### src/hdl/foc_current_loop_svm_duty_macros.svh
// assertion helpers used by the current loop top
`ifndef FOC_CURRENT_LOOP_SVM_DUTY_MACROS_SVH
`define FOC_CURRENT_LOOP_SVM_DUTY_MACROS_SVH
`ifndef NO_ASSERTIONS
`define FOC_ASSERT_IMPL(lbl, ante, cons, msg) \
	lbl: assert property (@(posedge clk) disable iff (!arst_n) (ante) |-> (cons)) \
		else $error(msg);
`define FOC_ASSERT_NEXT(lbl, ante, cons, msg) \
	lbl: assert property (@(posedge clk) disable iff (!arst_n) (ante) |=> (cons)) \
		else $error(msg);
`else
`define FOC_ASSERT_IMPL(lbl, ante, cons, msg)
`define FOC_ASSERT_NEXT(lbl, ante, cons, msg)
`endif
`endif

### src/hdl/foc_pkg.sv
package foc_pkg;

	// register indexes on the configuration port
	localparam logic [2:0] CFG_ZERO_A       = 3'd0;
	localparam logic [2:0] CFG_ZERO_B       = 3'd1;
	localparam logic [2:0] CFG_IQ_TARGET    = 3'd2;
	localparam logic [2:0] CFG_PROP_GAIN    = 3'd3;
	localparam logic [2:0] CFG_ANGLE_OFFSET = 3'd4;
	localparam logic [2:0] CFG_BUS_MV       = 3'd5;

	localparam int CFG_IDX_W  = 3;
	localparam int CFG_DATA_W = 21;

	localparam logic [13:0] DUTY_MIN = 14'd500;
	localparam logic [13:0] DUTY_MAX = 14'd9500;

	// angle folded into one quarter turn
	typedef struct packed {
		logic [14:0] x;
		logic        neg;
	} fold_t;

	function automatic fold_t fold_angle(input logic [15:0] t);
		fold_t r;
		r.x   = t[14] ? 15'(15'd16384 - {1'b0, t[13:0]}) : {1'b0, t[13:0]};
		r.neg = t[15];
		return r;
	endfunction

endpackage

### src/hdl/foc_sincos.sv
module foc_sincos (
	input  logic                clk,
	input  logic                en,
	input  foc_pkg::fold_t      ang,
	output logic signed [16:0]  val
);
	import foc_pkg::*;

	logic [14:0] x_s2, x2_s2, x_s3, x2_s3, x_s4;
	logic        neg_s2, neg_s3, neg_s4;
	logic [13:0] y1_s3;
	logic [14:0] y2_s4;
	logic signed [16:0] val_s5;

	logic [29:0] sq;
	logic [24:0] t1;
	logic [28:0] t2;
	logic [29:0] t3;
	logic signed [16:0] mag;

	// x^2, then the two nested polynomial terms, then the final product
	assign sq  = 30'(ang.x) * 30'(ang.x);
	assign t1  = 25'(x2_s2) * 25'd1160;
	assign t2  = 29'(y1_s3) * 29'(x2_s3);
	assign t3  = 30'(y2_s4) * 30'(x_s4);
	assign mag = signed'({1'b0, t3[29:14]});

	always_ff @(posedge clk) begin
		if (en) begin
			x_s2   <= ang.x;
			x2_s2  <= sq[28:14];
			neg_s2 <= ang.neg;
			x_s3   <= x_s2;
			x2_s3  <= x2_s2;
			neg_s3 <= neg_s2;
			y1_s3  <= 14'd10512 - 14'(t1[24:14]);
			x_s4   <= x_s3;
			neg_s4 <= neg_s3;
			y2_s4  <= 15'd25736 - 15'(t2[28:14]);
			val_s5 <= neg_s4 ? -mag : mag;
		end
	end

	assign val = val_s5;
endmodule

### config.mk
export PLATFORM = sky130hd
export DESIGN_NAME = foc_sincos
export DESIGN_NICKNAME = d
export VERILOG_FILES = /design/src/hdl/foc_current_loop_svm_duty_macros.svh /design/src/hdl/foc_pkg.sv /design/src/hdl/foc_sincos.sv
export SDC_FILE = /design/constraint.sdc
export NUM_CORES = 1
export LEC_CHECK = 0
export ABC_AREA = 1
export BUFFER_PORTS_ARGS = -buffer_cell sky130_fd_sc_hd__buf_2
export CAP_MARGIN = 20
export CORE_MARGIN = 4
export CORE_UTILIZATION = 45
export DETAILED_ROUTE_END_ITERATION = 8
export PLACE_DENSITY = 0.68
export SLEW_MARGIN = 10
export SYNTH_ARGS = -nofsm -noshare
export SYNTH_HDL_FRONTEND = slang
export SYNTH_SLANG_ARGS = --single-unit
### constraint.sdc
create_clock -name clk -period 14.6 [get_ports clk]
set_input_delay 2.92 -clock clk [delete_from_list [all_inputs] [get_ports clk]]
set_output_delay 2.92 -clock clk [all_outputs]
set_load 0.03 [all_outputs]
==> impl_metrics.ini <==
[detailed_routing]
drc = 0
ant_nets = 0
wl_um = 65400
firstDrtPassIters = 5
routed_via_density = 4.95
drtIter0Drc = 1207
routedWlPerCell_um = 15.5
via_count = 20900

[critical_path]
cp_cell_sequence = buf_2 > nand2_1 > fa_1 > inv_1 > fa_1 > fa_1 > inv_1 > fa_1 > inv_1 > fa_1 > fa_1 > ha_1 > nand2_1 > nor2_1 > inv_1 > nor3_1 > a21oi_1 > o21ai_1 > nand2_1 > nand2_1 > a21oi_1 > xor2_1
slowest_stage = fa_1
path_max_fanout = 17
startpoint = ang[6]
cp-start-kind = input port
crit_path_end_kind = flop
path_delay_family = adder cells
cpMostUsedCell = fa_1
critical_path_arrival_ps = 8270
crit_required_ps = 14790
max_stage_delay_ps = 620
reg2reg_from = x_s4[6]$_DFFE_PP_
critPathKind = input port to flop
worstPathBufferInverterCount = 5

[run]
cap_violations = 0

[die]
dieArea_um2 = 64900
core.rowCount = 90
dieHeight_um = 255
initial_core_util_pct = 45.4
die_w_um = 255
core_area_um2 = 60400
ios = 35

[logic_synthesis]
synth_seq_cells = 122
netlist_instances = 3458
synth_cell_types = 38
syn_area_um2 = 27400
synth_warnings = 0
seq_area_frac_synth_pct = 13.4
syn_area_per_cell_um2 = 7.92
synth_fp_nets = 4256

[grt]
grt_pass1_vias = 21600
grt-ovfl-total = 0
grt_pass1_wl_um = 109000
antenna_found_initial = 0
track_usage_pct = 21.1
grt_max_degree = 76

[clocking]
clockRootBuffer = clkbuf_16
cts_tree = yes
cts_buffers = 17
clkLatencyLatePin_ps = 450
cts_buffer_depth = 2
postCtsHoldBufs = 0
clk_pin_slew_ps = 50
cts_max_level = 4
cts_sinks = 122
cts_resized = 0
post_cts_buffers = 0

[timing]
final_max_slew_viol_count = 0
slew_headroom_pct = 34.7
setup_viol = 0
setup_slack_ps = 6520
timing.final.hold_violations = 0
worst_slew_pin_slew_ps = 979
rsz0062_at_grt = no
fin_crit_ps = 8080
fin_setup_tns_ps = 0
min_period_over_period_pct = 55.3
fmax_mhz = 124
skew_ps = 20.7

[run_status]
status = finished clean

[min_path]
hold_path_class = flop to flop
hold_path.startpoint = x_s3[8]$_DFFE_PP_

[cells_and_area]
layout_commonest_cell = inv_1
diodes = 0
fin_nets = 4236
drive_above_1_share_pct = 3.54
layout_common_cells = inv_1 (1007), nand2_1 (918), fa_1 (448)
syn_to_final_growth_pct = 5.36

[place]
dpl.hpwl_um = 54000
dp_slack_ps = 6020
gp_congestion = 0.906
port_buffers = 34
[layout make-up]
type | instances | area (µm²)
Fill cell | 5945 | 31500
Multi-Input combinational cell | 2248 | 19700
Inverter | 1013 | 3800
Sequential cell | 122 | 3660
Tap cell | 782 | 978
Clock buffer | 20 | 437
Timing Repair Buffer | 36 | 188
Clock inverter | 12 | 148
[layer usage]
metal / GRT usage (%) / share of wire [%]
met1: 26.8 / 42
met5: 0 / 0
met2: 36.6 / 49
met3: 2.51 / 5.0
met4: 8.73 / 4.4
[state kept, by name (all words and copies together) (netlist names), 12 cells and up]
name   flops
y2_s4     15
y1_s3     12
x_s3      15
x2_s2     15
x2_s3     15
x_s2      15
val       17
x_s4      15
[synth_stat cells (all sizes together)]
master | instances | area (µm²)
o21bai | 10 | 75.1
nor3 | 20 | 115
a21boi | 2 | 15.0
nand3 | 100 | 521
buf | 2 | 8.75
nor2 | 131 | 542
o311ai | 1 | 8.76
nand4 | 24 | 150
or2 | 3 | 18.8
xor2 | 36 | 323
nor4 | 5 | 37.5
edfxtp | 122 | 3660
fa | 448 | 8970
o21a | 2 | 15.0
o21ai | 45 | 225
a21oi | 102 | 514
xnor2 | 26 | 235
o211ai | 2 | 15.0
ha | 332 | 4150
nand3b | 8 | 60.1
a21o | 4 | 30.0
inv | 1013 | 3800
clkbuf | 73 | 274
nand2 | 943 | 3610
and2 | 4 | 25.0
[cells by family after synthesis]
| family | share of synthesized area, % |
|---|---|
| buffers and inverters | 14.9 |
| adder cells (fa/ha/maj) | 47.9 |
| flip-flops | 13.4 |
| XOR/XNOR | 2.04 |
| AND/OR/NAND/NOR | 18.5 |
| AO/OA/AOI/OAI | 3.28 |
[final timing paths]
kind,depth (start not counted),end,slack [ps]
worst max-delay path,22,x2_s2[11]$_DFFE_PP_,6520
worst min-delay path,0,x_s4[8]$_DFFE_PP_,420
worst min register to register,0,x_s4[8]$_DFFE_PP_,420
worst max register to register,30,val[14]$_DFFE_PP_,7760
[stage by stage]
| step | util [%] | instance area (µm²) | std cells | hold WS (ps) |
|---|---|---|---|---|
| finish | 47.8 | 28900 | 4233 | 417 |
| global route | 47.8 | 28900 | 4233 | 427 |
| CTS | 47.8 | 28900 | 4233 | 418 |
| detailed placement | 46.9 | 28300 | 4201 | 405 |
| global placement | 46.9 | 28300 | 4201 | 403 |
| floorplan | - | 27400 | 3458 | 400 |
Power is not shown: default switching activity piles up to over one toggle a cycle in this logic, so the estimate is an artifact.
