File: src/hdl/foc_current_loop_svm_duty_macros.svh
// assertion helpers used by the current loop top
`ifndef FOC_CURRENT_LOOP_SVM_DUTY_MACROS_SVH
`define FOC_CURRENT_LOOP_SVM_DUTY_MACROS_SVH
`ifndef NO_ASSERTIONS
`define FOC_ASSERT_IMPL(lbl, ante, cons, msg) \
	lbl: assert property (@(posedge clk) disable iff (!arst_n) (ante) |-> (cons)) \
		else $error(msg);
`define FOC_ASSERT_NEXT(lbl, ante, cons, msg) \
	lbl: assert property (@(posedge clk) disable iff (!arst_n) (ante) |=> (cons)) \
		else $error(msg);
`else
`define FOC_ASSERT_IMPL(lbl, ante, cons, msg)
`define FOC_ASSERT_NEXT(lbl, ante, cons, msg)
`endif
`endif

File: src/hdl/foc_pkg.sv
package foc_pkg;

	// register indexes on the configuration port
	localparam logic [2:0] CFG_ZERO_A       = 3'd0;
	localparam logic [2:0] CFG_ZERO_B       = 3'd1;
	localparam logic [2:0] CFG_IQ_TARGET    = 3'd2;
	localparam logic [2:0] CFG_PROP_GAIN    = 3'd3;
	localparam logic [2:0] CFG_ANGLE_OFFSET = 3'd4;
	localparam logic [2:0] CFG_BUS_MV       = 3'd5;

	localparam int CFG_IDX_W  = 3;
	localparam int CFG_DATA_W = 21;

	localparam logic [13:0] DUTY_MIN = 14'd500;
	localparam logic [13:0] DUTY_MAX = 14'd9500;

	// angle folded into one quarter turn
	typedef struct packed {
		logic [14:0] x;
		logic        neg;
	} fold_t;

	function automatic fold_t fold_angle(input logic [15:0] t);
		fold_t r;
		r.x   = t[14] ? 15'(15'd16384 - {1'b0, t[13:0]}) : {1'b0, t[13:0]};
		r.neg = t[15];
		return r;
	endfunction

endpackage

File: src/hdl/foc_div.sv
module foc_div (
	input  logic               clk,
	input  logic               en,
	input  logic signed [44:0] num,
	input  logic [29:0]        den,
	input  logic [43:0]        lim,
	output logic [13:0]        duty
);
	import foc_pkg::*;

	typedef struct packed {
		logic lo;
		logic hi;
	} clamp_t;

	logic [43:0] rem_s [15];
	logic [13:0] quo_s [15];
	clamp_t      clp_s [15];
	logic [13:0] duty_q;

	// entry stage: decide the clamps, keep the non-negative numerator
	always_ff @(posedge clk) begin
		if (en) begin
			clp_s[0].lo <= num[44];
			clp_s[0].hi <= !num[44] && (num[43:0] >= lim);
			rem_s[0]    <= num[43:0];
			quo_s[0]    <= '0;
		end
	end

	// one restoring step per stage, msb first
	for (genvar j = 1; j < 15; j++) begin : g_step
		logic [44:0] trial;
		assign trial = 45'(rem_s[j-1]) - (45'(den) << (14 - j));
		always_ff @(posedge clk) begin
			if (en) begin
				clp_s[j] <= clp_s[j-1];
				rem_s[j] <= trial[44] ? rem_s[j-1] : trial[43:0];
				quo_s[j] <= {quo_s[j-1][12:0], !trial[44]};
			end
		end
	end

	always_ff @(posedge clk) begin
		if (en) begin
			if (clp_s[14].lo)
				duty_q <= DUTY_MIN;
			else if (clp_s[14].hi)
				duty_q <= DUTY_MAX;
			else
				duty_q <= quo_s[14] + DUTY_MIN;
		end
	end

	assign duty = duty_q;
endmodule

File: config.mk
export PLATFORM = sky130hd
export DESIGN_NAME = foc_div
export DESIGN_NICKNAME = d
export VERILOG_FILES = /design/src/hdl/foc_current_loop_svm_duty_macros.svh /design/src/hdl/foc_pkg.sv /design/src/hdl/foc_div.sv
export SDC_FILE = /design/constraint.sdc
export NUM_CORES = 2
export LEC_CHECK = 0
export BUFFER_PORTS_ARGS = -buffer_cell sky130_fd_sc_hd__buf_2
export CORE_UTILIZATION = 50
export DETAILED_ROUTE_END_ITERATION = 16
export GPL_TIMING_DRIVEN = 0
export PLACE_DENSITY = 0.66
export SETUP_SLACK_MARGIN = 0.02
export SYNTH_ARGS = -nofsm -noshare
export SYNTH_HDL_FRONTEND = slang
export SYNTH_SLANG_ARGS = --single-unit
export TNS_END_PERCENT = 10
File: constraint.sdc
create_clock -name clk -period 5.7 [get_ports clk]
set_clock_uncertainty 0.05 [all_clocks]
set_input_delay 0.57 -clock clk [delete_from_list [all_inputs] [get_ports clk]]
set_output_delay 0.57 -clock clk [all_outputs]
set_load 0.05 [all_outputs]
==> summary.txt <==
Layout
  • Final instance area: 56600 µm²
  • Sequential cell area: 23000 µm²
  • Share of cells above drive strength 1: 8.41%
  • Nets: 5788
  • Final-layout fill cell count: 8675
  • Final core occ: 56.3%
  • Layout Area Growth over Synthesis: 11.1%
  • Area of the multi-input gates: 26700 µm²

Timing
  • Final min period: slightly above 5 ns
  • Number of failing setup endpoints in the final timing report: 0
  • Worst-case hold slack: 0.0427 ns
  • Final Max Slew Viols: 0
  • Remaining max-slew budget at the tightest pin: 9.17%
  • Maximum achievable frequency: 198 MHz
  • Final setup margin: around 0.65 ns
  • Transition at the pin with the smallest max-transition slack: ~1.4 ns
  • RSZ-0062 raised after global routing: false
  • Final critical-path share of the clock period: 88.7%
  • Fin. Hold Viols: 0

Worst setup path
  • Path type of the worst setup path: in2reg
  • Origin of the critical flop-to-flop path: rem_s[0][314]
  • Number of cells on the critical path: 13
  • Endpoint of the worst-slack reg-to-reg timing path: rem_s[1][34]
  • Data arrival time of the critical path: around 5.4 ns
  • R2r worst-path depth: 14
  • Critical Path RT: 6.02 ns
  • Library cell appearing most often on the critical path: sky130_fd_sc_hd__o2111ai_1
  • Highest net fanout along the worst path: 11
  • Crit path cell chain: buf_2, clkinvlp_4, ha_1, nor2b_1, o2111ai_1, nand3_1, a41o_1, a31o_2, a221oi_1, o2111ai_1, clkbuf_1, buf_1, a21oi_1
  • Register-to-register path setup slack: 1.01 ns
  • CP delay by family, top: compound AO/OA/AOI/OAI gates
  • Startpoint types: primary input
  • Crit path capture type: register
  • Worst stage delay on the critical path: just under 0.9 ns
  • Worst Path Buf+Inv: 4
  • Critical path's slowest cell: sky130_fd_sc_hd__o2111ai_1

Clocking
  • Clock edge transition at the registers on the reported setup and hold paths: 0.06 ns
  • Clock tree root driver cell: sky130_fd_sc_hd__clkbuf_16
  • Maximum number of buffers from clock root to sink: 3
  • CTS Buf Count: 88
  • Number of H-tree levels: 3
  • Clk sink count: 765
  • TritonCTS clock tree: yes
  • Latest clock arrival within the worst-skew pair: 0.68 ns

Routing
  • Overall via count from detail_route: approximately 39k
  • Final wirelength: 131 mm
  • Remaining antenna violation count: 0
  • Via density per instance: 5.88
  • Residual DRC count: 0
  • Avg WL per Cell: a little under 20 µm
  • First-pass detailed-route iteration total: 5
  • DR iter-0 viols: a little under 3k

Min path
  • Start point of the worst hold path: num[43]
  • Hold WC Path Type: in2reg
  • Endpoint of the worst hold-timing path: rem_s[0][43]
  • Count of cells along the worst hold path: 1

Synthesis
  • Async set-reset flop share out of synthesis: 0%
  • Sequential area share after synthesis: 45.1%
  • Flip-flop and latch count after synthesis: ~770
  • Number of distinct library cells after synthesis: 81
  • Multiplexer share of the synthesized area: 2.28%
  • Synthesized Nets: between 5k and 6k
  • Dominant register cell in the synthesized netlist: sky130_fd_sc_hd__edfxtp_1
  • Main combinational cell family by area after synthesis: compound AO/OA/AOI/OAI gates
  • Cell count after synthesis: 4958
  • EDFF count, synth: 765
  • Syn_area_per_cell: approximately 10 µm²
  • Cell area after synthesis: 51000 µm²
  • Compound-gate portion of the synthesized area: 18.7%
  • Area fraction in and, or, nand and nor cells after synthesis: 12.3%
  • Ys Warns: 0
  • Adder and majority cell fraction of the synthesized area: about an eighth
  • Fraction of synthesized cell area in xor and xnor cells: 7.13%

GRT
  • Number of global-route vias before repair: 37.7k
  • Antenna violations before repair: 0
  • Layer carrying the most global-route usage: met2
  • All-Layer GR Usage: 25.0%
  • Global routing usage on met1: 30.2%
  • Global-route congestion overflow total: 0
  • Global-route wire length before repair: 203 mm
  • Maximum number of pins on one net before global-route repair: 131
  • Grt met2 use: 43.9%
  • Met3 usage: 3.91%

Place
  • PortBufs: 134
  • Gpl congestion: 0.900
  • Post-detailed-placement half-perimeter wirelength: 93.8 mm
  • Placed Area: 53500 µm²
  • Worst setup slack after placement: -0.402 ns

Floorplan
  • Site row count: between 100 and 150
  • Floorplan core area: 101000 µm²
  • Die ar.: 103000 µm²
  • Initial Utilization: 50.7%
  • Die Ht: 321 µm
  • Die Span X: 321 µm
  • # IOs: 135

Power
  • Static Leak: about 22 nW
  • Switching power total: 11.0 mW
  • Switching Share: 37.9%
  • Comb power frac: 45.6%
  • Maximum vdd drop: between 0.2 and 0.3 mV
  • Internal power consumption: approximately 18 mW
  • Clock network fraction of total power: 20.8%
  • Share of power burned in registers: between 30% and 40%
  • Power density cells: 513 nW/µm²
  • Post-route total power: around 29 mW

Status
  • Status: finished, final reports clean

Flow run
  • Max-cap check violation count: 0
[power by group through the flow]
| stage | clock, mW | combinational, mW | sequential [mW] |
|---|---|---|---|
| 3_3_place_gp | 0 | 12.8 | 9.96 |
| 5_1_grt | 6.35 | 14.7 | 9.90 |
| 3_5_place_dp | 0 | 13.0 | 9.85 |
| 6_report | 6.04 | 13.2 | 9.76 |
| 2_1_floorplan | 0 | 10.3 | 9.38 |
| 4_1_cts | 6.16 | 13.1 | 9.74 |
[what timing repair did]
| action | CTS | global route |
|---|---|---|
| resized for setup | 0 | 3 |
| setup endpoints to repair | 0 | 9 |
| setup buffers | 0 | 0 |
| hold buffers | 0 | 0 |
[layout by cell type (no fill, tap or decap), drive strengths merged, types with 17 or more instances in the layout]
cell and count:
nor4 38, nand4 59, nor2b 53, clkbuf 227, o2111ai 17, or3 29
o21a 73, o21ai 351, inv 202, xor2 172, o211ai 31, buf 161
a31oi 44, o31ai 30, edfxtp 765, nand2 389, mux2 97, nand2b 89
o21bai 46, nor2 380, ha 464, a21oi 522, and3 36, clkinv 35
xnor2 243, a211oi 45, and2 21, nand3 84, a21o 198, nor3 78
[how the worst max path moves through the flow]
stage,startpoint,to
after floorplan,den[1],rem_s[1][259]
after global placement,en,rem_s[1][251]
after detailed placement,den[1],rem_s[1][76]
after CTS,den[1],rem_s[1][76]
after global routing,den[1],rem_s[1][71]
final,den[1],rem_s[0][172]
[registers in the layout, indices dropped and copies added (netlist names)]
register / flops
rem_s: 616
quo_s: 105
clp_s: 30
duty: 14
[cells by family (layout without fill, tap and decap cells)]
logic type,count (synthesis),count (layout)
other,0,1
AND/OR/NAND/NOR,1327,1327
adder cells (fa/ha/maj),477,477
flip-flops,765,765
buffers and inverters,344,652
AO/OA/AOI/OAI,1526,1526
multiplexers,104,104
XOR/XNOR,415,415
[metal layers]
layer  share of wire [%]  wire, µm
met2                  49     63800
met5                   0         0
met1                  42     54800
met3                 4.9      6370
met4                 4.5      5940
[worst register-to-register path: cells and delay by family (launching register included)]
| family | cells | cell delay, ns |
|---|---|---|
| adders and majority gates | 2 | 0.57 |
| buffers and inverters | 4 | 1.28 |
| AOI/OAI and AO/OA | 8 | 2.05 |
| DFF | 1 | 0.40 |
[synthesized netlist by cell type, drive strengths merged (84+ instances only)]
library cell    n  area share, %
o21ai         351            3.4
inv           199            1.5
xnor2         243            4.2
mux2           97            2.1
nand2         389            2.9
a21o          198            2.9
nor2          380            2.8
edfxtp        765             45
ha            464             11
xor2          172            3.0
nand3          84           0.83
a21oi         522            5.1
clkbuf        125           0.92
nand2b         89            1.1
[area by class of cell]
class / count / area share (%)
Multi-Input combinational cell: 3849 / 47.1
Sequential cell: 765 / 40.6
Clock buffer: 102 / 3.98
Tap cell: 1357 / 3.00
Timing Repair Buffer: 141 / 1.53
Clock inverter: 64 / 1.47
Inverter: 199 / 1.33
Buffer: 145 / 0.992
Timing Repair inverter: 1 / 0.00884
Antenna cell: 1 / 0.00442
[stage by stage]
| stage | cells | TNS, ns |
|---|---|---|
| 6_report | 6624 | 0 |
| 5_1_grt | 6623 | 0 |
| 4_1_cts | 6622 | 0 |
| 3_5_place_dp | 6456 | -8.62 |
| 3_3_place_gp | 6449 | -5906.28 |
| 2_1_floorplan | 4958 | 0 |
Note: power is estimated with default switching activity, not from simulation.
